## src/sv/lmfs_pkg.sv

```systemverilog
package lmfs_pkg;

	localparam logic [3:0] MARK_LEN = 4'd9;

	localparam logic KIND_NAME   = 1'b0;
	localparam logic KIND_RECORD = 1'b1;

	localparam logic [7:0] NEWLINE = 8'h0A;

	typedef struct packed {
		logic [7:0] text_byte;
		logic       final_byte;
	} in_item_t;

	typedef struct packed {
		logic        kind;
		logic [2:0]  file_index;
		logic [7:0]  name_char;
		logic [5:0]  name_length;
		logic        default_named;
		logic [15:0] content_start;
		logic [15:0] content_length;
		logic        run_end;
	} out_item_t;

	// Results caused by one accepted byte; r1 is used only when two is set.
	typedef struct packed {
		logic      two;
		out_item_t r0;
		out_item_t r1;
	} bundle_t;

	// Marker text "// file: ", one byte per match position.
	function automatic logic [7:0] marker_byte(input logic [3:0] i);
		logic [7:0] b;
		case (i)
			4'd0:    b = 8'h2F;
			4'd1:    b = 8'h2F;
			4'd2:    b = 8'h20;
			4'd3:    b = 8'h66;
			4'd4:    b = 8'h69;
			4'd5:    b = 8'h6C;
			4'd6:    b = 8'h65;
			4'd7:    b = 8'h3A;
			4'd8:    b = 8'h20;
			default: b = 8'h00;
		endcase
		return b;
	endfunction

endpackage

```

## src/sv/lmfs_front.sv

```systemverilog
module lmfs_front #(
	parameter int MAX_FILES = 8,
	parameter int NAME_CAP  = 63,
	parameter int POS_BITS  = 16
) (
	input  logic               clk,
	input  logic               arst_n,
	input  logic               take,
	input  lmfs_pkg::in_item_t item,
	output logic               bnd_push,
	output lmfs_pkg::bundle_t  bnd
);

	localparam int FF_W = $clog2(MAX_FILES + 1);
	localparam int NC_W = $clog2(NAME_CAP + 1);
	localparam logic [POS_BITS-1:0] POS_MAX = '1;

	logic [POS_BITS-1:0] pos_q, ocs_q;
	logic                ls_q, name_q;
	logic [3:0]          mp_q;
	logic [NC_W-1:0]     nc_q;
	logic [FF_W-1:0]     ff_q;

	logic [POS_BITS-1:0] pos_next, mark_start, ocs_n, fin_start;
	logic                ls_n, name_n;
	logic [3:0]          mp_n, mp_try;
	logic [NC_W-1:0]     nc_n;
	logic [FF_W-1:0]     ff_n;
	logic                va, fin;
	lmfs_pkg::out_item_t res_a, res_f;

	function automatic logic [15:0] to16(input logic [POS_BITS-1:0] v);
		logic [31:0] w;
		w = 32'(v);
		return w[15:0];
	endfunction

	function automatic logic [2:0] idx_of(input logic [FF_W-1:0] f);
		logic [31:0] w;
		w = 32'(f) - 32'd1;
		return w[2:0];
	endfunction

	function automatic logic [5:0] len_of(input logic [NC_W-1:0] c);
		logic [31:0] w;
		w = 32'(c);
		return w[5:0];
	endfunction

	assign fin        = item.final_byte;
	assign pos_next   = (pos_q == POS_MAX) ? pos_q : pos_q + POS_BITS'(1);
	assign mark_start = (pos_q >= POS_BITS'(8)) ? pos_q - POS_BITS'(8) : '0;
	assign mp_try     = (mp_q < lmfs_pkg::MARK_LEN &&
		item.text_byte == lmfs_pkg::marker_byte(mp_q)) ? mp_q + 4'd1 : 4'd0;

	always_comb begin
		ls_n   = ls_q;
		name_n = name_q;
		mp_n   = mp_q;
		nc_n   = nc_q;
		ff_n   = ff_q;
		ocs_n  = ocs_q;
		va     = 1'b0;
		res_a  = '0;
		if (name_q) begin
			if (item.text_byte == lmfs_pkg::NEWLINE) begin
				name_n = 1'b0;
				ocs_n  = pos_next;
				ls_n   = 1'b1;
			end else begin
				if (nc_q < NC_W'(NAME_CAP)) begin
					va               = 1'b1;
					res_a.kind       = lmfs_pkg::KIND_NAME;
					res_a.file_index = idx_of(ff_q);
					res_a.name_char  = item.text_byte;
					nc_n             = nc_q + NC_W'(1);
				end
				ls_n = 1'b0;
			end
		end else begin
			if (ff_q < FF_W'(MAX_FILES) && (ls_q || mp_q != 4'd0)) begin
				mp_n = mp_try;
				if (mp_try == lmfs_pkg::MARK_LEN) begin
					mp_n = 4'd0;
					if (ff_q != '0) begin
						va                   = 1'b1;
						res_a.kind           = lmfs_pkg::KIND_RECORD;
						res_a.file_index     = idx_of(ff_q);
						res_a.name_length    = len_of(nc_q);
						res_a.content_start  = to16(ocs_q);
						res_a.content_length = (mark_start >= ocs_q) ?
							to16(mark_start - ocs_q) : 16'd0;
					end
					ff_n   = ff_q + FF_W'(1);
					name_n = 1'b1;
					nc_n   = '0;
					ocs_n  = pos_next;
				end
			end else begin
				mp_n = 4'd0;
			end
			ls_n = (item.text_byte == lmfs_pkg::NEWLINE);
		end
		res_a.run_end = !fin;
	end

	// End-of-text record, built from the state this byte leaves behind.
	assign fin_start = name_n ? pos_next : ocs_n;

	always_comb begin
		res_f         = '0;
		res_f.kind    = lmfs_pkg::KIND_RECORD;
		res_f.run_end = 1'b1;
		if (ff_n == '0) begin
			res_f.default_named  = 1'b1;
			res_f.content_length = to16(pos_next);
		end else begin
			res_f.file_index     = idx_of(ff_n);
			res_f.name_length    = len_of(nc_n);
			res_f.content_start  = to16(fin_start);
			res_f.content_length = (pos_next >= fin_start) ?
				to16(pos_next - fin_start) : 16'd0;
		end
	end

	assign bnd_push = take && (va || fin);
	assign bnd.two  = va && fin;
	assign bnd.r0   = va ? res_a : res_f;
	assign bnd.r1   = res_f;

	always_ff @(posedge clk or negedge arst_n) begin
		if (!arst_n) begin
			pos_q  <= '0;
			ls_q   <= 1'b1;
			mp_q   <= 4'd0;
			name_q <= 1'b0;
			nc_q   <= '0;
			ff_q   <= '0;
			ocs_q  <= '0;
		end else if (take) begin
			if (fin) begin
				pos_q  <= '0;
				ls_q   <= 1'b1;
				mp_q   <= 4'd0;
				name_q <= 1'b0;
				nc_q   <= '0;
				ff_q   <= '0;
				ocs_q  <= '0;
			end else begin
				pos_q  <= pos_next;
				ls_q   <= ls_n;
				mp_q   <= mp_n;
				name_q <= name_n;
				nc_q   <= nc_n;
				ff_q   <= ff_n;
				ocs_q  <= ocs_n;
			end
		end
	end

	a_name_has_file: assert property (@(posedge clk) disable iff (!arst_n)
		name_q |-> ff_q != '0)
		else $error("name bytes with no open file");

	a_fin_clears: assert property (@(posedge clk) disable iff (!arst_n)
		take && fin |=> pos_q == '0 && ff_q == '0 && !name_q)
		else $error("state not cleared after end of text");

endmodule

```

## src/sv/lmfs_fifo.sv

```systemverilog
module lmfs_fifo #(
	parameter int DEPTH = 4
) (
	input  logic              clk,
	input  logic              arst_n,
	input  logic              wr_en,
	input  lmfs_pkg::bundle_t wr_data,
	input  logic              rd_en,
	output lmfs_pkg::bundle_t rd_data,
	output logic              full,
	output logic              empty
);

	localparam int AW = $clog2(DEPTH);
	localparam int CW = $clog2(DEPTH + 1);

	lmfs_pkg::bundle_t mem_q [DEPTH];
	logic [AW-1:0]     wr_q, rd_q;
	logic [CW-1:0]     cnt_q;

	assign full    = (cnt_q == CW'(DEPTH));
	assign empty   = (cnt_q == '0);
	assign rd_data = mem_q[rd_q];

	always_ff @(posedge clk) begin
		if (wr_en) begin
			mem_q[wr_q] <= wr_data;
		end
	end

	always_ff @(posedge clk or negedge arst_n) begin
		if (!arst_n) begin
			wr_q  <= '0;
			rd_q  <= '0;
			cnt_q <= '0;
		end else begin
			if (wr_en) begin
				wr_q <= (wr_q == AW'(DEPTH - 1)) ? '0 : wr_q + AW'(1);
			end
			if (rd_en) begin
				rd_q <= (rd_q == AW'(DEPTH - 1)) ? '0 : rd_q + AW'(1);
			end
			if (wr_en && !rd_en) begin
				cnt_q <= cnt_q + CW'(1);
			end else if (rd_en && !wr_en) begin
				cnt_q <= cnt_q - CW'(1);
			end
		end
	end

	a_no_overrun: assert property (@(posedge clk) disable iff (!arst_n)
		!(wr_en && full) && !(rd_en && empty))
		else $error("queue written when full or read when empty");

endmodule

```

## src/sv/lmfs_back.sv

```systemverilog
module lmfs_back (
	input  logic                clk,
	input  logic                arst_n,
	input  lmfs_pkg::bundle_t   q_data,
	input  logic                q_empty,
	output logic                q_pop,
	input  logic                pop,
	output logic                empty,
	output lmfs_pkg::out_item_t result
);

	lmfs_pkg::bundle_t bnd_q;
	logic              valid_q, sel_q;
	logic              load;

	// Load the next bundle when the held one has nothing left to hand out.
	assign load   = !q_empty && (!valid_q || (pop && (sel_q || !bnd_q.two)));
	assign q_pop  = load;
	assign empty  = !valid_q;
	assign result = sel_q ? bnd_q.r1 : bnd_q.r0;

	always_ff @(posedge clk) begin
		if (load) begin
			bnd_q <= q_data;
		end
	end

	always_ff @(posedge clk or negedge arst_n) begin
		if (!arst_n) begin
			valid_q <= 1'b0;
			sel_q   <= 1'b0;
		end else if (load) begin
			valid_q <= 1'b1;
			sel_q   <= 1'b0;
		end else if (valid_q && pop) begin
			if (!sel_q && bnd_q.two) begin
				sel_q <= 1'b1;
			end else begin
				valid_q <= 1'b0;
				sel_q   <= 1'b0;
			end
		end
	end

	a_second_needs_pair: assert property (@(posedge clk) disable iff (!arst_n)
		sel_q |-> valid_q && bnd_q.two)
		else $error("second result selected without a pair");

endmodule

```

## src/sv/line_marker_file_splitter.sv

```systemverilog
// Channel   Handshake          Payload                 Moves per transaction
// input     push / full        item   (in_item_t)      one text byte
// output    pop / empty        result (out_item_t)     one name byte or file record
//
// Takes one byte every cycle while full is low; the parser updates its state in
// the cycle the transaction lands. A byte that causes results writes one queue
// entry holding one or two results; the output stage hands out one per cycle
// while pop is high, so a final byte that also yields a name byte or record
// takes two pops. Results reach the ports via the queue and the output register.
// Reset clears the parser state,
// the queue pointers and the output valid flag; no clearing pass.
module line_marker_file_splitter #(
	parameter int MAX_FILES   = 8,
	parameter int NAME_CAP    = 63,
	parameter int POS_BITS    = 16,
	parameter int QUEUE_DEPTH = 4
) (
	input  logic                clk,
	input  logic                arst_n,
	input  logic                push,
	output logic                full,
	input  lmfs_pkg::in_item_t  item,
	output logic                empty,
	input  logic                pop,
	output lmfs_pkg::out_item_t result
);

	logic              take;
	logic              bnd_push;
	lmfs_pkg::bundle_t bnd;
	lmfs_pkg::bundle_t q_data;
	logic              q_empty, q_pop;

	// Accept a transaction only while the queue has room for its results.
	assign take = push && !full;

	// Front: match the marker, track names and offsets, build records.
	lmfs_front #(
		.MAX_FILES (MAX_FILES),
		.NAME_CAP  (NAME_CAP),
		.POS_BITS  (POS_BITS)
	) u_front (
		.clk      (clk),
		.arst_n   (arst_n),
		.take     (take),
		.item     (item),
		.bnd_push (bnd_push),
		.bnd      (bnd)
	);

	// Queue: hold per-byte result groups so the two sides stall apart.
	lmfs_fifo #(
		.DEPTH (QUEUE_DEPTH)
	) u_fifo (
		.clk     (clk),
		.arst_n  (arst_n),
		.wr_en   (bnd_push),
		.wr_data (bnd),
		.rd_en   (q_pop),
		.rd_data (q_data),
		.full    (full),
		.empty   (q_empty)
	);

	// Back: drain each group one result per transaction.
	lmfs_back u_back (
		.clk     (clk),
		.arst_n  (arst_n),
		.q_data  (q_data),
		.q_empty (q_empty),
		.q_pop   (q_pop),
		.pop     (pop),
		.empty   (empty),
		.result  (result)
	);

endmodule

```

## config.mk

```make
export PLATFORM = sky130hd
export DESIGN_NAME = line_marker_file_splitter
export DESIGN_NICKNAME = d
export VERILOG_FILES = /design/src/sv/lmfs_pkg.sv /design/src/sv/lmfs_front.sv /design/src/sv/lmfs_fifo.sv /design/src/sv/lmfs_back.sv /design/src/sv/line_marker_file_splitter.sv
export SDC_FILE = /design/constraint.sdc
export NUM_CORES = 1
export LEC_CHECK = 0
export ABC_AREA = 1
export BUFFER_PORTS_ARGS = -buffer_cell sky130_fd_sc_hd__buf_2
export CELL_PAD_IN_SITES_DETAIL_PLACEMENT = 0
export CELL_PAD_IN_SITES_GLOBAL_PLACEMENT = 1
export CORE_MARGIN = 2
export CORE_UTILIZATION = 50
export CTS_CLUSTER_SIZE = 28
export DETAILED_ROUTE_END_ITERATION = 10
export GPL_TIMING_DRIVEN = 0
export PLACE_DENSITY = 0.91
export SLEW_MARGIN = 25
export SYNTH_ARGS = -nofsm -noshare
export SYNTH_HDL_FRONTEND = slang
export SYNTH_SLANG_ARGS = --single-unit
```

## constraint.sdc

```tcl
create_clock -name clk -period 10.5 [get_ports clk]
set_input_delay 2.1 -clock clk [delete_from_list [all_inputs] [get_ports clk]]
set_output_delay 2.1 -clock clk [all_outputs]
set_load 0.005 [all_outputs]
```

==> flow_metrics.tcl <==
set metrics [dict create \
    final_common_cell "edfxtp_1" \
    crit_family "simple AND/OR/NAND/NOR gates" \
    syn2layout_area_growth_pct 14.9 \
    drt_pass1_iterations 6 \
    power.density_nw_per_um2 251 \
    coreArea_sq_um 47700 \
    cp_max_fo 10 \
    fp.dieW_microns 224 \
    criticalPathCategory "in -> reg" \
    cts_buffers 53 \
    async_flop_share 0.107 \
    num_vias 18300 \
    wirelength_mm 68.9 \
    path_clk_slew_ns 0.06 \
    yosysUniqueCellTypes 50 \
    ioPinCount 67 \
    min_period_over_period 0.627 \
    status "finished clean" \
    cpPeakStageDelay_ns 0.47 \
    gp_congestion 0.914 \
    drtIter0Drc 2332 \
    clkLatencyLatePin_ns 0.62 \
    path_cells "buf_2 -> nor4_1 -> nand2_1 -> inv_1 -> nor2_1 -> inv_1 -> nand2_1 -> inv_2 -> buf_2 -> nand2_1 -> nand2_1 -> inv_1 -> ha_1 -> fa_1 -> o21ai_0 -> a21oi_1 -> nor2_1 -> a211oi_1 -> o21ai_1 -> clkbuf_1 -> nand3_1 -> nand2_1 -> nand3_1 -> nand2_1" \
    post-route-util 0.582 \
    final_nets 2483 \
    cp_slowest_cell "clkbuf_1" \
    portBuffers 66 \
    die_y_microns 224 \
    overflow 0 \
    min_period_ns 6.58 \
    dpl.hpwl_mm 49.1 \
    gr-usage-all-layers 0.274 \
    cts_root_buf "clkbuf_16" \
    start_util 0.507 \
    ant_nets 0 \
    synth-main-ff-cell "edfxtp_1" \
    post_cts_buffers 0 \
    clock-sinks 532 \
    worst_ir_drop_vdd_mv 0.155 \
    cp_common_cell "nand2_1" \
    cts_max_level 2 \
    finClkSkew_ns 0.0257 \
    rows 80 \
    n_fill_cell 3747 \
    setup_violations 0 \
    synth_area_sq_um 24200 \
    final_area_sq_um 27800 \
    layout-drive-gt1-share 0.0993 \
    maxSlewViolCount 0 \
    setup_tns_ns 0 \
    ys_ff_latch 532 \
    synth_edf_count 475 \
    postCtsResizedCells 0 \
    layout_common_cells "475 x edfxtp_1, 398 x nand2_1, 282 x nor2_1" \
    power.leakage_nw 10.7 \
    hold_viol 0 \
    end_kind "register" \
    worst_pin_slew_ns 1.00 \
    viasPerCell 5.96 \
    syn_inst 2271 \
    relSlewSlack 0.327 \
    cts_hold_buf 0 \
    critPathBufInv 7 \
    grt_pass1_vias 17200 \
    drc 0 \
    rsz0062_at_grt "no" \
    grt_max_degree 53 \
    cap_viol_max_count 0 \
    syn_avg_cell_area_sq_um 10.7 \
    wire_per_inst_microns 22.4 \
    min_path_type "reg -> reg" \
    worstPathRequired_ns 10.90 \
    ys_seq_area_frac 0.648 \
    dieArea_sq_um 50200 \
    antenna_found_initial 1 \
    cts_tree "done" \
    clock_path_buffers 3 \
    yosys_warnings 0 \
    grt_pass1_wl_mm 103 \
    start_kind "input pin" \
    dpl_cell_area_sq_um 25900 \
    max_freq_mhz 152 \
    cp_data_arrival_time_ns 6.99 \
    syn_nets 2338 \
]
==> worst register-to-register path, delay by kind of cell (launching register included) <==
family	cells	cell delay, ns
AO/OA/AOI/OAI	4	0.92
flip-flops	1	0.46
buffers and inverters	5	1.03
AND/OR/NAND/NOR	16	2.37
adder cells (fa/ha/maj)	3	0.95
==> flip-flops by register name, indices dropped and copies added (netlist names) <==
name and count:
u_fifo.mem_q 380, u_back.bnd_q 95, u_front.ocs_q 16, u_front.pos_q 16, u_front.nc_q 6, u_front.ff_q 4
u_front.mp_q 4, u_fifo.cnt_q 3, u_fifo.rd_q 2, u_fifo.wr_q 2, u_back.sel_q 1, u_back.valid_q 1
u_front.ls_q 1, u_front.name_q 1
==> synthesized netlist by cell type (all sizes together) (2+ instances only) <==
| master | number | area, sq um |
|---|---|---|
| xor2 | 25 | 219 |
| a21boi | 2 | 15.0 |
| a21oi | 50 | 250 |
| or2 | 21 | 131 |
| nand3 | 100 | 510 |
| nand4 | 30 | 194 |
| clkbuf | 96 | 360 |
| o211ai | 6 | 45.0 |
| nand2 | 405 | 1540 |
| nor2 | 292 | 1120 |
| nor3 | 15 | 80.1 |
| nand3b | 4 | 30.0 |
| o21bai | 2 | 15.0 |
| a31oi | 3 | 18.8 |
| buf | 17 | 106 |
| xnor2 | 7 | 61.3 |
| o31ai | 4 | 30.0 |
| fa | 3 | 60.1 |
| ha | 51 | 638 |
| nor4 | 6 | 37.5 |
| o21ai | 255 | 1280 |
| edfxtp | 475 | 14300 |
| a21o | 3 | 22.5 |
| and2 | 16 | 100 |
| inv | 168 | 633 |
| a22oi | 11 | 82.6 |
| dfrtp | 56 | 1400 |
| o22ai | 139 | 870 |
==> final timing paths <==
check                                                 start                            end  slack, ns  cells after the start
worst min register to register     u_front.ls_q$_DFFE_PN1P_       u_front.ls_q$_DFFE_PN1P_       0.52                      2
min in group asynchronous                            arst_n   u_front.pos_q[3]$_DFFE_PN0P_       1.39                      1
worst min-delay path               u_front.ls_q$_DFFE_PN1P_       u_front.ls_q$_DFFE_PN1P_       0.52                      2
worst max register to register  u_front.mp_q[0]$_DFFE_PN0P_  u_fifo.mem_q[3][48]$_DFFE_PP_       4.56                     28
worst max-delay path                                item[5]  u_fifo.mem_q[3][48]$_DFFE_PP_       3.92                     24
max in group asynchronous                            arst_n       u_front.ls_q$_DFFE_PN1P_       8.48                      2
==> logic make-up (layout without fill, tap and decap cells) <==
family,count (synthesis),in the layout,synth area share
AO/OA/AOI/OAI,481,481,0.110
XOR/XNOR,32,32,0.0116
adder cells (fa/ha/maj),54,54,0.0288
buffers and inverters,281,468,0.0454
flip-flops,532,532,0.648
multiplexers,1,1,0.000465
other,0,2,0
AND/OR/NAND/NOR,890,890,0.155
==> layer usage <==
metal,wire (microns),GRT usage,up-vias
met3,6430,0.0485,151
met1,28200,0.386,8878
met2,32000,0.431,977
met4,2320,0.0957,0
li1,-,-,8316
met5,0,0,-
==> where the power goes <==
group | switching (mW) | internal (mW) | total, mW | leakage, nW
Sequential | 0.120 | 2.81 | 2.93 | 5.17
Clock | 0.833 | 1.21 | 2.04 | 0.898
Combinational | 1.40 | 0.605 | 2.00 | 4.59
Total | 2.35 | 4.62 | 6.98 | 10.7
==> cell type report <==
class	instances	area, sq um	area share
inverters	168	638	0.0229
diodes	2	5.00	0.000180
plain buffers	113	467	0.0168
clock buffers	65	1410	0.0508
clock inverters	32	470	0.0169
multi-input cells	1458	7450	0.268
well taps	615	769	0.0277
flip-flops and latches	532	15700	0.564
repair buffers	90	903	0.0325
==> metrics by stage <==
stage          setup slack, ns  hold WS [ns]  cells  power, mW
2_1_floorplan             2.63         0.472   2271       4.08
3_3_place_gp             -1.44         0.493   2952       4.84
5_1_grt                   3.48         0.544   3073       7.27
3_5_place_dp              3.36         0.516   2976       4.93
6_report                  3.92         0.516   3075       6.98
4_1_cts                   3.98         0.525   3073       6.96
(Power assumes the default switching activity.)
